File: src/design/bsfn_pkg.sv
// shared types and constants for the bitmap set with find-next unit
package bsfn_pkg;

    localparam int POS_W  = 9;
    localparam int WORD_W = 32;
    localparam int BIT_W  = 5;
    localparam int WIDX_W = POS_W - BIT_W;

    localparam logic [POS_W-1:0] CFG_RESET = 9'd256;

    typedef enum logic [1:0] {
        OP_INSERT = 2'd0,
        OP_REMOVE = 2'd1,
        OP_TEST   = 2'd2,
        OP_FIND   = 2'd3
    } t_op;

    typedef enum logic [1:0] {
        ST_CLEAR,
        ST_IDLE,
        ST_EXEC
    } t_state;

    typedef struct packed {
        logic [1:0]       operation;
        logic [7:0]       member;
        logic [POS_W-1:0] search_from;
    } t_in_word;

    typedef struct packed {
        logic             is_member;
        logic             found;
        logic [POS_W-1:0] found_position;
        logic [POS_W-1:0] member_count;
        logic             out_of_range;
    } t_out_word;

    typedef struct packed {
        logic [WIDX_W-1:0] widx;
        logic [POS_W-1:0]  from;
        logic [POS_W-1:0]  size;
    } t_scan_req;

    typedef struct packed {
        logic             hit;
        logic [BIT_W-1:0] bit_idx;
        logic             exhausted;
    } t_scan_res;

endpackage

File: src/design/bsfn_ram.sv
// generic single-write, single-read ram with registered read data
module bsfn_ram #(
    parameter int WIDTH  = 32,
    parameter int DEPTH  = 8,
    parameter int ADDR_W = (DEPTH > 1) ? $clog2(DEPTH) : 1
) (
    input  logic              i_clk,
    input  logic              i_we,
    input  logic [ADDR_W-1:0] i_waddr,
    input  logic [WIDTH-1:0]  i_wdata,
    input  logic              i_re,
    input  logic [ADDR_W-1:0] i_raddr,
    output logic [WIDTH-1:0]  o_rdata
);

    logic [WIDTH-1:0] r_mem [DEPTH];
    logic [WIDTH-1:0] r_rdata;

    always_ff @(posedge i_clk) begin
        if (i_we) begin
            r_mem[i_waddr] <= i_wdata;
        end
        if (i_re) begin
            r_rdata <= r_mem[i_raddr];
        end
    end

    assign o_rdata = r_rdata;

endmodule

File: src/design/bsfn_scan.sv
// masks one bitmap word to the search window and finds its lowest set bit
module bsfn_scan (
    input  bsfn_pkg::t_scan_req           i_req,
    input  logic [bsfn_pkg::WORD_W-1:0]   i_data,
    output bsfn_pkg::t_scan_res           o_res
);
    import bsfn_pkg::*;

    logic [WIDX_W-1:0] size_w;
    logic [BIT_W-1:0]  size_b;
    logic [WIDX_W-1:0] from_w;
    logic [BIT_W-1:0]  from_b;
    logic [WORD_W-1:0] upper;
    logic [WORD_W-1:0] lower;
    logic [WORD_W-1:0] masked;
    logic [POS_W:0]    next_start;
    logic [BIT_W-1:0]  first;

    assign size_w = i_req.size[POS_W-1:BIT_W];
    assign size_b = i_req.size[BIT_W-1:0];
    assign from_w = i_req.from[POS_W-1:BIT_W];
    assign from_b = i_req.from[BIT_W-1:0];

    always_comb begin
        priority if (i_req.widx < size_w) begin
            upper = '1;
        end else if (i_req.widx == size_w) begin
            upper = ~({WORD_W{1'b1}} << size_b);
        end else begin
            upper = '0;
        end
        lower = (i_req.widx == from_w) ? ({WORD_W{1'b1}} << from_b) : '1;
        masked = i_data & upper & lower;
    end

    // lowest set bit wins
    always_comb begin
        first = '0;
        for (int i = WORD_W - 1; i >= 0; i--) begin
            if (masked[i]) begin
                first = BIT_W'(i);
            end
        end
    end

    assign next_start = {({1'b0, i_req.widx} + (WIDX_W + 1)'(1)), {BIT_W{1'b0}}};

    assign o_res.hit       = |masked;
    assign o_res.bit_idx   = first;
    assign o_res.exhausted = next_start >= {1'b0, i_req.size};

endmodule

File: src/design/bitmap_set_with_find_next_unit.sv
// top level of the bitmap set with find-next unit
//
//  channel  direction  handshake               payload
//  in       input      i_in_valid / o_in_stall  i_in_word  (t_in_word)
//  out      output     o_out_valid / i_out_stall o_out_word (t_out_word)
//  cfg      input      i_cfg_we                 i_cfg_wdata (members_in_use)
//
// insert, remove and test: accept with the word read, then for a member in range
// insert and remove do one read-modify-write on the bitmap ram, test only reads
// find: accept with the first word read, then scan the 32-bit bitmap words, one word
// per cycle through the single ram read port
// after reset a clearing pass writes zero to every bitmap word, one word per
// cycle, while the input stalls
// the output word sits in a register, so a stalled output holds the next
// request only at its final cycle, not at acceptance
module bitmap_set_with_find_next_unit #(
    parameter int SET_CAPACITY = 256
) (
    input  logic                          i_clk,
    input  logic                          i_rst_n,
    input  logic                          i_in_valid,
    output logic                          o_in_stall,
    input  bsfn_pkg::t_in_word            i_in_word,
    output logic                          o_out_valid,
    input  logic                          i_out_stall,
    output bsfn_pkg::t_out_word           o_out_word,
    input  logic                          i_cfg_we,
    input  logic [bsfn_pkg::POS_W-1:0]    i_cfg_wdata
);
    import bsfn_pkg::*;

    localparam int DEPTH  = (SET_CAPACITY + WORD_W - 1) / WORD_W;
    localparam int ADDR_W = (DEPTH > 1) ? $clog2(DEPTH) : 1;

    // state registers
    t_state            r_state, n_state;
    t_in_word          r_req;
    logic [WIDX_W-1:0] r_widx, n_widx;
    logic [POS_W-1:0]  r_count, n_count;
    logic [POS_W-1:0]  r_cfg;
    logic              r_out_valid, n_out_valid;
    t_out_word         r_out, n_out;
    logic [ADDR_W-1:0] r_clr_addr, n_clr_addr;

    // ram port
    logic              mem_we;
    logic [ADDR_W-1:0] mem_waddr;
    logic [WORD_W-1:0] mem_wdata;
    logic              mem_re;
    logic [ADDR_W-1:0] mem_raddr;
    logic [WORD_W-1:0] mem_rdata;

    // working signals
    logic [POS_W-1:0]  size;
    logic              accept;
    logic              can_out;
    logic [POS_W-1:0]  in_pos;
    logic [POS_W-1:0]  req_pos;
    logic              req_oor;
    logic [WORD_W-1:0] bit_mask;
    logic              cur_bit;
    t_scan_req         scan_req;
    t_scan_res         scan_res;

    // register value above the parameter acts as the parameter
    assign size = (32'(r_cfg) > SET_CAPACITY) ? POS_W'(SET_CAPACITY) : r_cfg;

    assign o_in_stall  = (r_state != ST_IDLE);
    assign accept      = i_in_valid && (r_state == ST_IDLE);
    assign can_out     = !r_out_valid || !i_out_stall;
    assign o_out_valid = r_out_valid;
    assign o_out_word  = r_out;

    // position that selects the first word read for an accepted request
    assign in_pos  = (t_op'(i_in_word.operation) == OP_FIND) ? i_in_word.search_from
                                                             : {1'b0, i_in_word.member};
    assign req_pos = {1'b0, r_req.member};
    assign req_oor = req_pos >= size;

    assign bit_mask = WORD_W'(1) << req_pos[BIT_W-1:0];
    assign cur_bit  = |(mem_rdata & bit_mask);

    assign scan_req.widx = r_widx;
    assign scan_req.from = r_req.search_from;
    assign scan_req.size = size;

    bsfn_ram #(
        .WIDTH  (WORD_W),
        .DEPTH  (DEPTH),
        .ADDR_W (ADDR_W)
    ) u_bitmap (
        .i_clk   (i_clk),
        .i_we    (mem_we),
        .i_waddr (mem_waddr),
        .i_wdata (mem_wdata),
        .i_re    (mem_re),
        .i_raddr (mem_raddr),
        .o_rdata (mem_rdata)
    );

    bsfn_scan u_scan (
        .i_req  (scan_req),
        .i_data (mem_rdata),
        .o_res  (scan_res)
    );

    always_ff @(posedge i_clk) begin
        if (!i_rst_n) begin
            r_state     <= ST_CLEAR;
            r_count     <= '0;
            r_cfg       <= CFG_RESET;
            r_out_valid <= 1'b0;
            r_clr_addr  <= '0;
        end else begin
            r_state     <= n_state;
            r_count     <= n_count;
            r_out_valid <= n_out_valid;
            r_clr_addr  <= n_clr_addr;
            if (i_cfg_we) begin
                r_cfg <= i_cfg_wdata;
            end
        end
    end

    // payload registers
    always_ff @(posedge i_clk) begin
        if (accept) begin
            r_req <= i_in_word;
        end
        r_widx <= n_widx;
        r_out  <= n_out;
    end

    always_comb begin
        n_state     = r_state;
        n_widx      = r_widx;
        n_count     = r_count;
        n_clr_addr  = r_clr_addr;
        n_out_valid = r_out_valid && i_out_stall;
        n_out       = r_out;
        mem_we      = 1'b0;
        mem_waddr   = ADDR_W'(r_widx);
        mem_wdata   = mem_rdata;
        mem_re      = 1'b0;
        mem_raddr   = ADDR_W'(in_pos[POS_W-1:BIT_W]);

        unique case (r_state)
            ST_CLEAR: begin
                // zero one bitmap word per cycle
                mem_we     = 1'b1;
                mem_waddr  = r_clr_addr;
                mem_wdata  = '0;
                n_clr_addr = r_clr_addr + ADDR_W'(1);
                if (r_clr_addr == ADDR_W'(DEPTH - 1)) begin
                    n_state = ST_IDLE;
                end
            end
            ST_IDLE: begin
                if (accept) begin
                    mem_re  = 1'b1;
                    n_widx  = in_pos[POS_W-1:BIT_W];
                    n_state = ST_EXEC;
                end
            end
            ST_EXEC: begin
                if (t_op'(r_req.operation) == OP_FIND) begin
                    if (scan_res.hit || scan_res.exhausted) begin
                        if (can_out) begin
                            n_out_valid          = 1'b1;
                            n_out.is_member      = 1'b0;
                            n_out.found          = scan_res.hit;
                            n_out.found_position = scan_res.hit ?
                                                   {r_widx, scan_res.bit_idx} : size;
                            n_out.member_count   = r_count;
                            n_out.out_of_range   = 1'b0;
                            n_state              = ST_IDLE;
                        end
                    end else begin
                        // fetch the next word of the window
                        mem_re    = 1'b1;
                        mem_raddr = ADDR_W'(r_widx + WIDX_W'(1));
                        n_widx    = r_widx + WIDX_W'(1);
                    end
                end else if (can_out) begin
                    n_out_valid          = 1'b1;
                    n_out.is_member      = 1'b0;
                    n_out.found          = 1'b0;
                    n_out.found_position = '0;
                    n_out.out_of_range   = req_oor;
                    if (!req_oor) begin
                        unique case (t_op'(r_req.operation))
                            OP_INSERT: begin
                                mem_we    = 1'b1;
                                mem_wdata = mem_rdata | bit_mask;
                                if (!cur_bit) begin
                                    n_count = r_count + POS_W'(1);
                                end
                            end
                            OP_REMOVE: begin
                                mem_we    = 1'b1;
                                mem_wdata = mem_rdata & ~bit_mask;
                                if (cur_bit && (r_count != '0)) begin
                                    n_count = r_count - POS_W'(1);
                                end
                            end
                            default: begin
                                n_out.is_member = cur_bit;
                            end
                        endcase
                    end
                    n_out.member_count = n_count;
                    n_state            = ST_IDLE;
                end
            end
            default: begin
                n_state = ST_CLEAR;
            end
        endcase
    end

endmodule

File: config.mk
export PLATFORM = sky130hd
export DESIGN_NAME = bitmap_set_with_find_next_unit
export DESIGN_NICKNAME = d
export VERILOG_FILES = /design/src/design/bsfn_pkg.sv /design/src/design/bsfn_ram.sv /design/src/design/bsfn_scan.sv /design/src/design/bitmap_set_with_find_next_unit.sv
export SDC_FILE = /design/constraint.sdc
export NUM_CORES = 1
export LEC_CHECK = 0
export BUFFER_PORTS_ARGS = -buffer_cell sky130_fd_sc_hd__buf_2
export CAP_MARGIN = 10
export CORE_AREA = 2 2 253 255
export CTS_BUF_LIST = sky130_fd_sc_hd__clkbuf_4 sky130_fd_sc_hd__clkbuf_8
export CTS_CLUSTER_SIZE = 12
export DETAILED_ROUTE_END_ITERATION = 7
export DIE_AREA = 0 0 255 257
export SYNTH_ARGS = -nofsm -noshare
export SYNTH_HDL_FRONTEND = slang
export SYNTH_SLANG_ARGS = --single-unit
File: constraint.sdc
create_clock -name i_clk -period 14.4 [get_ports i_clk]
set_clock_uncertainty 0.05 [all_clocks]
set_input_delay 2.16 -clock i_clk [delete_from_list [all_inputs] [get_ports i_clk]]
set_output_delay 2.16 -clock i_clk [all_outputs]
set_load 0.1 [all_outputs]
Word-level counts from Yosys, hierarchy flattened. Memories as Yosys holds them, arrays and structs flattened. A register that Yosys moved wholly into a read port is not among the register bits. Cells that the tools add are included.

Bits in registers: 68. Bits in latches: 0. Bits in writable memories: 256. ROM bits: 0. Input bits: 33. Output and inout bits: 23. Memories: 1.

Memory list: u_bitmap.r_mem (depth 8, bits a word 32, read ports 1, clocked after Yosys merged registers in 1, write ports 1, RTL line bsfn_ram.sv:16) `logic [WIDTH-1:0] r_mem [DEPTH];`.

Add/subtract/negate cells: 5. Multiply operators: 0. Div/mod/pow operators: 0. Magnitude comparators: 4. Eq/ne operators: 16. Shift operators: 3. Muxes and demuxes: 82. Bitwise operators: 8. Reduce and logical (&&, ||, !) cells: 19.

Operators by type and width (count): two-way mux 32 bit (6); two-way mux 5 bit (32); bitwise AND 32 bit (4); case mux 32 bit (2 select lines) (2); two-way mux 21 bit (4); inverter 32 bit (2); OR reduction 32 bit (2); << shifter 32 x 5 -> 32 bit, first input constant (2); two-way mux 9 bit (6); bitwise OR 32 bit (1); << shifter 1 x 5 -> 32 bit, first input constant (1); case mux 9 bit (2 select lines) (1); two-way mux 1 bit (15); two-way mux 3 bit (4); two-way mux 4 bit (3); greater-or-equal comparator 10 x 9 -> 1 bit (1); two-way mux 2 bit (5); != test 2 bit, second input constant (5); adder 9 x 1 -> 9 bit, second input constant (1); greater-or-equal comparator 8 x 9 -> 1 bit (1); greater-than comparator 9 bit, second input constant (1); nonzero test 9 bit (1); subtractor 9 x 1 -> 9 bit, second input constant (1); == test 4 bit (2); other kinds (21) (34).

Longest topological paths before layout. Gate-level depths: netlist (run 1).

Depth in word-level cells: 44. Depth in mapped cells: 19. Depth with buffers taken out: 14.

Modules after synthesis. Synthesis (run 1) repeated with hierarchy kept, for this count alone.

Cells, all modules: 1254. Area, all modules: 17415.5 sq um.

By module, submodules not included: bsfn_ram (instances 1, cells each 415, area an instance 10786.6 sq um); bitmap_set_with_find_next_unit (instances 1, cells each 552, area an instance 4775.8 sq um); bsfn_scan (instances 1, cells each 287, area an instance 1853.0 sq um).

Least setup slack after synthesis (run 1). Ideal clock, no wire load.

Path type: register -> register. From: reg r_widx[0]. To: reg u_bitmap.r_rdata[0] (netlist: u_bitmap.o_rdata[0]), read port of u_bitmap.r_mem, enable pin. Arrival time: 5.657 ns. Setup slack: 8.223 ns. Cell stages (with the launch flop): 14. Path buffers: 3. Cells stage by stage: edfxtp_1 > clkbuf_1 > inv_1 > clkbuf_1 > ha_1 > and4b_1 > and3_1 > clkbuf_1 > a211oi_1 > o22ai_1 > or4_4 > nor4_4 > nand3_1 > a21boi_0.

Word-level cells in the longest chain between the ends: 10. Elaborated cells between the ends (all ways): 19. Classes of those cells: add/sub (2); order compare (2); eq/ne (2); mux (9); bitwise (2); reduce/logical (2).

RTL lines: start, declared (RTL line bitmap_set_with_find_next_unit.sv:38) `logic [WIDX_W-1:0] r_widx, n_widx;`; start signal, assigned (RTL line bitmap_set_with_find_next_unit.sv:130) `r_widx <= n_widx;`; branches (longest 6 deep; another with greater-or-equal comparator 10 x 9 -> 1 bit); logical OR 1 bit * (RTL line bitmap_set_with_find_next_unit.sv:167) `if (scan_res.hit || scan_res.exhausted) begin`; two-way mux 1 bit * (RTL line bitmap_set_with_find_next_unit.sv:167); two-way mux 1 bit * (RTL line bitmap_set_with_find_next_unit.sv:166) `if (t_op'(r_req.operation) == OP_FIND) begin`; case mux 1 bit (2 select lines) * (RTL line bitmap_set_with_find_next_unit.sv:147) `unique case (r_state)`; net mem_re (RTL line bitmap_set_with_find_next_unit.sv:49) `logic mem_re;`; end, declared (RTL line bsfn_ram.sv:17) `logic [WIDTH-1:0] r_rdata;`.

Mark *: on every way through the listed nets, which the timed path passes. A chain may end at the register's enable or synchronous reset.

Worst setup path after layout (run 1).
From: reg r_cfg[8]. To: reg u_bitmap.r_rdata[26] (netlist: u_bitmap.o_rdata[26]), read port of u_bitmap.r_mem (data pin).

Word-level cells in the longest chain between the ends: 13. Elaborated cells between the ends (all ways): 19. Classes of those cells: order compare (3); eq/ne (1); shift (1); mux (9); bitwise (3); reduce/logical (2).

RTL lines: start, declared (RTL line bitmap_set_with_find_next_unit.sv:40) `logic [POS_W-1:0] r_cfg;`; start signal, assigned (RTL line bitmap_set_with_find_next_unit.sv:120) `r_cfg <= i_cfg_wdata;`; greater-than comparator 9 bit (RTL line bitmap_set_with_find_next_unit.sv:66) `assign size = (32'(r_cfg) > SET_CAPACITY) ? POS_W'(SET_CAPACITY) : r_cfg;`; two-way mux 9 bit * (RTL line bitmap_set_with_find_next_unit.sv:66); << shifter 32 x 5 -> 32 bit (RTL line bsfn_scan.sv:28) `upper = ~({WORD_W{1'b1}} << size_b);`; inverter 32 bit (RTL line bsfn_scan.sv:28); two-way mux 32 bit (RTL line bsfn_scan.sv:27) `end else if (i_req.widx == size_w) begin`; two-way mux 32 bit (RTL line bsfn_scan.sv:25) `priority if (i_req.widx < size_w) begin`; bitwise AND 32 bit (2 in a row) (RTL line bsfn_scan.sv:33) `masked = i_data & upper & lower;`; OR reduction 32 bit (RTL line bsfn_scan.sv:48) `assign o_res.hit = |masked;`; logical OR 1 bit * (RTL line bitmap_set_with_find_next_unit.sv:167); two-way mux 1 bit / two-way mux 3 bit (equally long branches) (RTL line bitmap_set_with_find_next_unit.sv:167); two-way mux 1 bit / two-way mux 3 bit (equally long branches) (RTL line bitmap_set_with_find_next_unit.sv:166); case mux 1 bit (2 select lines) / two-way mux 3 bit (equally long branches) (RTL line bitmap_set_with_find_next_unit.sv:147).

Mark *: on every way between the ends. The rest lies on a longest branch, timed or not.

==> summary.md, run 1 <==
| Metric | Value |
|---|---|
| Initial antenna violation count | `1` |
| Fmax | `136 MHz` |
| CTS Buffer Depth | `3` |
| Core Util, Final | `around a third` |
| Final Hold Fails | `0` |
| Worst Tran Pin Value | `1.20 ns` |
| Hold Crit Class | `flop to flop` |
| Final TNS setup | `0 ns` |
| Final Max Slew Viols | `0` |
| Filler cells | `roughly 6200` |
| VDD IR max | `roughly 0.073 mV` |
| Die Ht | `257 um` |
| Unrepaired setup endpoints after global routing | `no` |
| Status | `complete, no violations` |
| Via total after detailed routing | `14408` |
| Area Overhead vs Synth | `12.6%` |
| Crit path max fanout | `67` |
| DR WL/cell | `23.0 um` |
| Net Count, Synth | `1702` |
| Critical R2R Capture | `u_bitmap.o_rdata[26]` |
| Area of the multi-input gates | `7610 um^2` |
| Reg clk slew, reported paths | `0.06 ns` |
| Final wirelength | `58.8 mm` |
| Top cell type by total area after synthesis | `edfxtp_1` |
| Design Area, Final | `21000 um^2` |
| Delay-heaviest family, CP | `simple AND/OR/NAND/NOR gates` |
| Yosys top cell area share | `53.5%` |
| R2r startpoint | `r_cfg[8]` |
| Core area | `62700 um^2` |
| Synth Flop Type | `edfxtp_1` |
| #FFs+latches synth | `356` |
| # diodes | `0` |
| Chip Width | `255 um` |
| Post-synth EDFFs | `332` |
| Std cell rows | `92` |
| Seq. cell area | `10500 um^2` |
| Vias per inst | `5.64` |
| Slowest stage delay, CP | `0.90 ns` |
| GPL Wtd Cong | `0.915` |
| Initial drt markers | `between 1500 and 2000` |
| Dominant cells by area after synthesis | `edfxtp_1 53%, nand2_1 4.0%, mux2i_1 2.8%` |
| R2R cell count | `17` |
| Mapped Cells | `about 1600` |
| DRC | `0` |
| Final period util | `51.0%` |
| Buffers and inverters on the worst path | `5` |
| Cell Area, Synth | `18600 um^2` |
| Congestion Overflow GR | `0` |
| CTS root buffer | `clkbuf_8` |
| Vias in the first global route | `roughly 14000` |
| Setup crit start kind | `flop` |
| Critical path arrival | `7.65 ns` |
| R2r setup slk | `7.06 ns` |
| Nets | `1719` |
| H-tree depth | `2` |
| Number of nets with antenna violations after routing | `0` |
| Syn avg cell area | `between 10 and 15 um^2` |
| Num ports | `56` |
| Post-DP HPWL | `between 30 and 40 mm` |
| Total track usage | `between 10% and 20%` |
| Largest net degree at the start of global routing | `68` |
| Setup bufs post-CTS | `0` |
| Critical path depth in cells | `17` |
| Die ar. | `around 66000 um^2` |
| Pwr per Cell Area | `140 nW/um^2` |
| Setup violations, final | `0` |
| Crit. End Element | `flop` |
| Port buffer count | `55` |
| Min Tclk post-route | `7.34 ns` |
| Clock sinks | `356` |
| First-pass GRT wire length | `between 80 and 90 mm` |
| Max_slew headroom | `19.8%` |
| CTS resizes | `0` |
| Layout cells sized above 1 | `between 15 and 20%` |
| Slowest cell on the critical path | `o31ai_4` |
| Synth unique cells | `just under 80` |
| Most frequent CP cell | `buf_4` |
| Synth async-reset ratio | `0%` |
| Max_cap viols | `0` |
| Hold buffer count at CTS | `0` |
| Clock Latency Late Sink | `approximately 0.67 ns` |
| Crit path from | `r_cfg[8]` |
| Drt pass-1 iters | `6` |
| Sequential share of the synthesized area | `56.1%` |
| Synth warnings | `0` |
| Inserted Clock Buffers | `59` |
| TritonCTS clock tree | `built` |
| Placed cell area | `19700 um^2` |
| Initial Util | `29.7%` |
| Crit-path cells | `inv_1 -> nand2_1 -> inv_1 -> ha_1 -> and2b_1 -> o211ai_1 -> buf_4 -> a21oi_1 -> a21oi_1 -> or4_4 -> or4_1 -> buf_4 -> o31ai_4 -> buf_4 -> nand2_8 -> a211oi_1 -> a211oi_2` |
| Req. time, crit path | `14.72 ns` |
| End point of the critical path | `u_bitmap.o_rdata[26]` |
| Leak | `~7.2 nW` |
| Critical path type | `flop to flop` |
[through the flow]
step / setup WS [ns] / std cells / hold slack, ns / power (mW)
floorplan: 8.22 / 1645 / 0.411 / 1.81
global placement: 7.18 / 2445 / 0.454 / 2.00
detailed placement: 6.97 / 2445 / 0.451 / 2.02
CTS: 6.88 / 2552 / 0.473 / 2.96
global route: 6.66 / 2554 / 0.508 / 3.07
finish: 7.06 / 2554 / 0.471 / 2.94
[per-layer routing]
metal	GRT usage, %	wire length (um)	share of wire (%)	vias to the layer above
li1	-	-	-	6460
met1	24.4	25700	44	7133
met2	27.7	26800	46	686
met3	3.01	4610	7.8	129
met4	6.12	1750	3.0	0
met5	0	0	0	-
[report_power, final]
part	switching (mW)	internal, mW
sequential	0.0663	1.34
combinational	0.410	0.186
clock	0.410	0.529
total	0.886	2.06
[layout make-up]
class | count | share of cell area [%]
clock buffers | 90 | 5.13
clock inverters | 17 | 0.787
inverters | 26 | 0.465
multi-input cells | 1131 | 36.3
flip-flops and latches | 356 | 49.8
well taps | 846 | 5.04
repair buffers | 88 | 2.48
[cell usage after synthesis (35+ instances only)]
cell      count
edfxtp_1    332
o32ai_1      39
nand2_1     198
nand3_1      48
o21ai_0      46
nor2_1       85
a32oi_1      35
mux2i_1      52
a21oi_1      67
clkbuf_1     91
and3_1       75
a21boi_0     37
a211oi_1     37
[registers in the layout, indices dropped and copies added (netlist names)]
signal / cells
o_out_valid: 1
o_out_word: 21
r_cfg: 9
r_clr_addr: 3
r_count: 9
r_req: 19
r_state: 2
r_widx: 4
u_bitmap.o_rdata: 32
u_bitmap.r_mem: 256
[cells in the final DEF, fill, tap and decap left out, drive strengths merged, types with 6 or more instances in the layout]
cell type and n:
edfxtp 332, nand2 199, clkbuf 90, buf 88
nor2 85, and3 75, a211oi 71, a21oi 67
o21ai 57, mux2i 52, nand3 48, o32ai 39
a21boi 37, or2 36, a32oi 35, a2111oi 33
inv 28, ha 24, dfxtp 24, nand4 18
a31oi 16, nor2b 15, o211ai 15, nor3 15
o22ai 14, nand2b 13, a22o 12, clkinv 12
o31ai 11, a21o 10, mux2 10, xnor2 10
nor4 10, and2 9, a221oi 8, or4 7
xor2 6, nand3b 6
[worst min path at each step]
stage,start,to,slack [ns],depth (start not counted)
after global routing,r_state[0],r_state[0],0.51,2
after detailed placement,r_cfg[5],r_cfg[5],0.45,2
after floorplan,r_cfg[5],r_cfg[5],0.41,2
after CTS,r_state[0],r_state[0],0.47,2
after global placement,r_cfg[5],r_cfg[5],0.45,2
final,r_state[0],r_state[0],0.47,2
[worst reg2reg max path: stages (launching register included)]
cell	delay, ns
dfxtp_1	0.69
inv_1	0.40
nand2_1	0.22
inv_1	0.09
ha_1	0.19
and2b_1	0.21
o211ai_1	0.14
buf_4	0.24
a21oi_1	0.34
a21oi_1	0.17
or4_4	0.57
or4_1	0.55
buf_4	0.33
o31ai_4	0.91
buf_4	0.68
nand2_8	0.65
a211oi_1	0.55
a211oi_2	0.07
[cell families after synthesis]
group / synth area share [%]
AOI/OAI and AO/OA: 19.3
xor gates and xnor gates: 0.752
adders and majority gates: 1.61
buffers and inverters: 3.73
DFF: 56.1
muxes: 3.40
and+or+nand+nor: 15.1
No activity file was read; power rests on OpenSTA's default activity.
==> inputs of run 2 (changes only) <==
--- a/config.mk
+++ b/config.mk
@@ -5,13 +5,14 @@
 export SDC_FILE = /design/constraint.sdc
 export NUM_CORES = 1
 export LEC_CHECK = 0
+export ABC_AREA = 1
 export BUFFER_PORTS_ARGS = -buffer_cell sky130_fd_sc_hd__buf_2
 export CAP_MARGIN = 10
-export CORE_AREA = 2 2 253 255
+export CORE_AREA = 2 2 240 242
 export CTS_BUF_LIST = sky130_fd_sc_hd__clkbuf_4 sky130_fd_sc_hd__clkbuf_8
 export CTS_CLUSTER_SIZE = 12
 export DETAILED_ROUTE_END_ITERATION = 7
-export DIE_AREA = 0 0 255 257
+export DIE_AREA = 0 0 242 244
 export SYNTH_ARGS = -nofsm -noshare
 export SYNTH_HDL_FRONTEND = slang
 export SYNTH_SLANG_ARGS = --single-unit
==> constraint.sdc (replaced) <==
create_clock -name i_clk -period 6.99 [get_ports i_clk]
set_clock_uncertainty 0.05 [all_clocks]
set_input_delay 1.0485 -clock i_clk [delete_from_list [all_inputs] [get_ports i_clk]]
set_output_delay 1.0485 -clock i_clk [all_outputs]
set_load 0.1 [all_outputs]
==> run 2 against run 1 <==
Clock power increased by 90%; synthesized area decreased by 9.9%; combinational power increased to 4.2 times the previous value; clock-buffer cell count decreased by 16; cell count decreased by 2.8%; global-route usage decreased by 2.3 points; sequential share of layout area increased by 5.0 points; routed wire length decreased by 21%; register-to-register slack got worse by 6.2 ns; worst setup slack got worse by 6.2 ns; flip-flop and latch count unchanged; largest power group unchanged.
==> summary.md, run 2 <==
| Metric | Value |
|---|---|
| Status | `complete, no violations` |
| Unrepaired setup endpoints after global routing | `no` |
| Final worst slack | `0.829 ns (-6.23 ns)` |
| Clk network pwr share | `23.0% (-8.9 points)` |
| Chip Width | `242 um (-5.1%)` |
| Pwr per Cell Area | `406 nW/um^2 (+190%)` |
| TritonCTS clock tree | `built` |
| Final Hold Fails | `0 (unchanged)` |
| Setup bufs post-CTS | `0 (unchanged)` |
| Sequential share of the synthesized area | `62.2% (+6.1 points)` |
| Flop pwr share | `45.1% (-2.8 points)` |
| R2r startpoint | `r_cfg[1]` |
| Number of nets with antenna violations after routing | `0 (unchanged)` |
| First-pass GRT wire length | `70.7 mm (-20%)` |
| Most frequent cells in the layout | `332 x edfxtp_1, 231 x nor2_1, 197 x nand2_1` |
| Highest routed layer | `met5` |
| Drt pass-1 iters | `6 (unchanged)` |
| Setup violations, final | `0 (unchanged)` |
| NetSw | `2.94 mW (+230%)` |
| Final TNS setup | `0 ns (unchanged)` |
| Worst Tran Pin Value | `1.05 ns (-0.149 ns)` |
| Critical path type | `flop to flop` |
| Initial Util | `29.9% (+0.20 points)` |
| Hold Crit Class | `flop to flop` |
| Clock Latency Late Sink | `0.67 ns (about the same)` |
| Critical path arrival | `6.50 ns (-1.15 ns)` |
| Combinational Power Share | `31.9% (+12 points)` |
| #FFs+latches synth | `356 (unchanged)` |
| Final period util | `88.1% (+37 points)` |
| Synth async-reset ratio | `0% (unchanged)` |
| Slowest stage delay, CP | `0.68 ns (-0.22 ns)` |
| Dominant cells by area after synthesis | `edfxtp_1 59%, nor2_1 5.3%, nand2_1 4.4%` |
| DR WL/cell | `18.6 um (-19%)` |
| Std cell rows | `87 (-5.4%)` |
| Top reg by flops | `u_bitmap.r_mem` |
| Dpl ws | `0.970 ns (-6.00 ns)` |
| Filler cells | `5698 (-8.7%)` |
| Hold buffer count at CTS | `0 (unchanged)` |
| DRC | `0 (unchanged)` |
| Core area | `56200 um^2 (-10%)` |
| Most frequent CP cell | `nand2_1` |
| Synth unique cells | `54 (-32%)` |
| Hold path start | `r_clr_addr[0]` |
| Net Count, Synth | `1673 (-1.7%)` |
| Num ports | `56 (unchanged)` |
| Cell Area, Synth | `16800 um^2 (-9.9%)` |
| Most frequent cell after synthesis | `edfxtp_1` |
| Initial antenna violation count | `1 (unchanged)` |
| Min Tclk post-route | `6.16 ns (-1.18 ns)` |
| Die Ht | `244 um (-5.1%)` |
| Total track usage | `15.4% (-2.3 points)` |
| Sw frac | `38.0% (+7.9 points)` |
| Routed wl met2 | `21.7 mm (-19%)` |
| Crit path max fanout | `69 (+3.0%)` |
| Final Max Slew Viols | `0 (unchanged)` |
| CTS root buffer | `clkbuf_8` |
| Largest net degree at the start of global routing | `70 (+2.9%)` |
| Setup crit start kind | `flop` |
| Reg clk slew, reported paths | `0.06 ns (about the same)` |
| Crit. End Element | `flop` |
| Congestion Overflow GR | `0 (unchanged)` |
| Leading cell type in the layout, fill and taps excluded | `edfxtp_1` |
| Commonest cells post-synth | `332 x edfxtp_1, 235 x nor2_1, 197 x nand2_1` |
| Fmax | `162 MHz (+19%)` |
| Syn avg cell area | `10.4 um^2 (-8.3%)` |
| Top cell type by total area after synthesis | `edfxtp_1` |
| Layout cells sized above 1 | `14.1% (-2.3 points)` |
| Vias in the first global route | `12219 (-12%)` |
| Post-DP HPWL | `29.7 mm (-18%)` |
| Max reg flops | `256 (unchanged)` |
| Post-synth EDFFs | `332 (unchanged)` |
| Die ar. | `59000 um^2 (-9.9%)` |
| Port buffer count | `55 (unchanged)` |
| GPL Wtd Cong | `0.928 (+1.4%)` |
| Via total after detailed routing | `12676 (-12%)` |
| Max_slew headroom | `29.1% (+9.4 points)` |
| Internal Pwr Total | `4.80 mW (+130%)` |
| Crit path from | `r_cfg[1]` |
| Metal-1 WL | `19.8 mm (-23%)` |
| Leak | `6.81 nW (-5.1%)` |
| CTS Buffer Depth | `3 (unchanged)` |
| Req. time, crit path | `7.33 ns (-7.39 ns)` |
| Max_cap viols | `0 (unchanged)` |
| CTS resizes | `0 (unchanged)` |
| Yosys top cell area share | `59.4% (+5.9 points)` |
| Hold WS | `0.438 ns (-0.0328 ns)` |
| Clock sinks | `356 (unchanged)` |
| Routed met3 length | `3.10 mm (-33%)` |
| Nets | `1736 (+0.99%)` |
| H-tree depth | `2 (unchanged)` |
| VDD IR max | `0.231 mV (+220%)` |
| Inserted Clock Buffers | `59 (unchanged)` |
| Initial drt markers | `1031 (-34%)` |
| # diodes | `0 (unchanged)` |
| Mapped Cells | `1616 (-1.8%)` |
| Vias per inst | `5.11 (-9.5%)` |
| Final wirelength | `46.3 mm (-21%)` |
| Area Overhead vs Synth | `13.5%` |
| Slowest cell on the critical path | `o21ai_4` |
| Synth Flop Type | `edfxtp_1` |
| Synth warnings | `0 (unchanged)` |
## run 2: cell count changes in the layout (fill, tap and decap cells not counted), sizes merged, moves of 55 or more
cell    before  now
nor2        85  241
and3        75    0
o21ai       57  265
o22ai       14   69
a211oi      71    1
inv         28  132
## run 2: path summary, 6_finish.rpt
kind	end	slack, ns	cells past startpoint
worst max-delay path	u_bitmap.o_rdata[0]	0.83	29
worst min-delay path	r_clr_addr[0]	0.44	2
worst max register to register	u_bitmap.o_rdata[0]	0.83	29
worst min register to register	r_clr_addr[0]	0.44	2
## run 2: layout make-up
| class | instances | area (um^2) | share of cell area [%] |
|---|---|---|---|
| flip-flops and latches | 356 | 10500 | 54.8 |
| multi-input cells | 1056 | 5600 | 29.4 |
| clock buffers | 74 | 956 | 5.01 |
| well taps | 756 | 946 | 4.96 |
| inverters | 133 | 504 | 2.64 |
| repair buffers | 73 | 423 | 2.22 |
| clock inverters | 35 | 190 | 0.998 |
## run 2: metrics by stage
stage               total power, mW  area, um^2  instances  util, %
floorplan                      5.13       16800       1616        -
global placement               5.94       17900       2374     31.9
detailed placement             6.00       17900       2374     31.9
CTS                            7.79       19100       2483     33.9
global route                   8.17       19100       2483     33.9
finish                         7.73       19100       2483     33.9
## run 2: kinds of logic after synthesis
kind of cell | share of synthesized area [%]
compound gates | 15.2
xor+xnor | 0.365
fa+ha+maj | 1.79
buf+inv | 4.98
flops | 62.2
mux | 2.32
simple gates | 13.2
## run 2: worst max-delay path, delay by kind of cell, from the launching register on
kind,cells,cell delay (ns)
AO/OA/AOI/OAI,6,1.64
adder cells (fa/ha/maj),1,0.33
buffers and inverters,7,1.17
flip-flops,1,0.36
multiplexers,1,0.27
AND/OR/NAND/NOR,14,1.97
## run 2: power groups by stage
stage / sequential [mW] / clock (mW) / combinational, mW
after floorplan: 3.65 / 0 / 1.48
after global placement: 3.51 / 0 / 2.43
after detailed placement: 3.53 / 0 / 2.47
after CTS: 3.49 / 1.83 / 2.48
after global routing: 3.54 / 1.92 / 2.72
final: 3.49 / 1.78 / 2.47
## run 2: per-layer routing
layer	global-route usage, %	up-vias
met4	6.63	2
met1	19.9	6184
met5	0	-
met3	2.60	90
met2	25.4	450
li1	-	5950
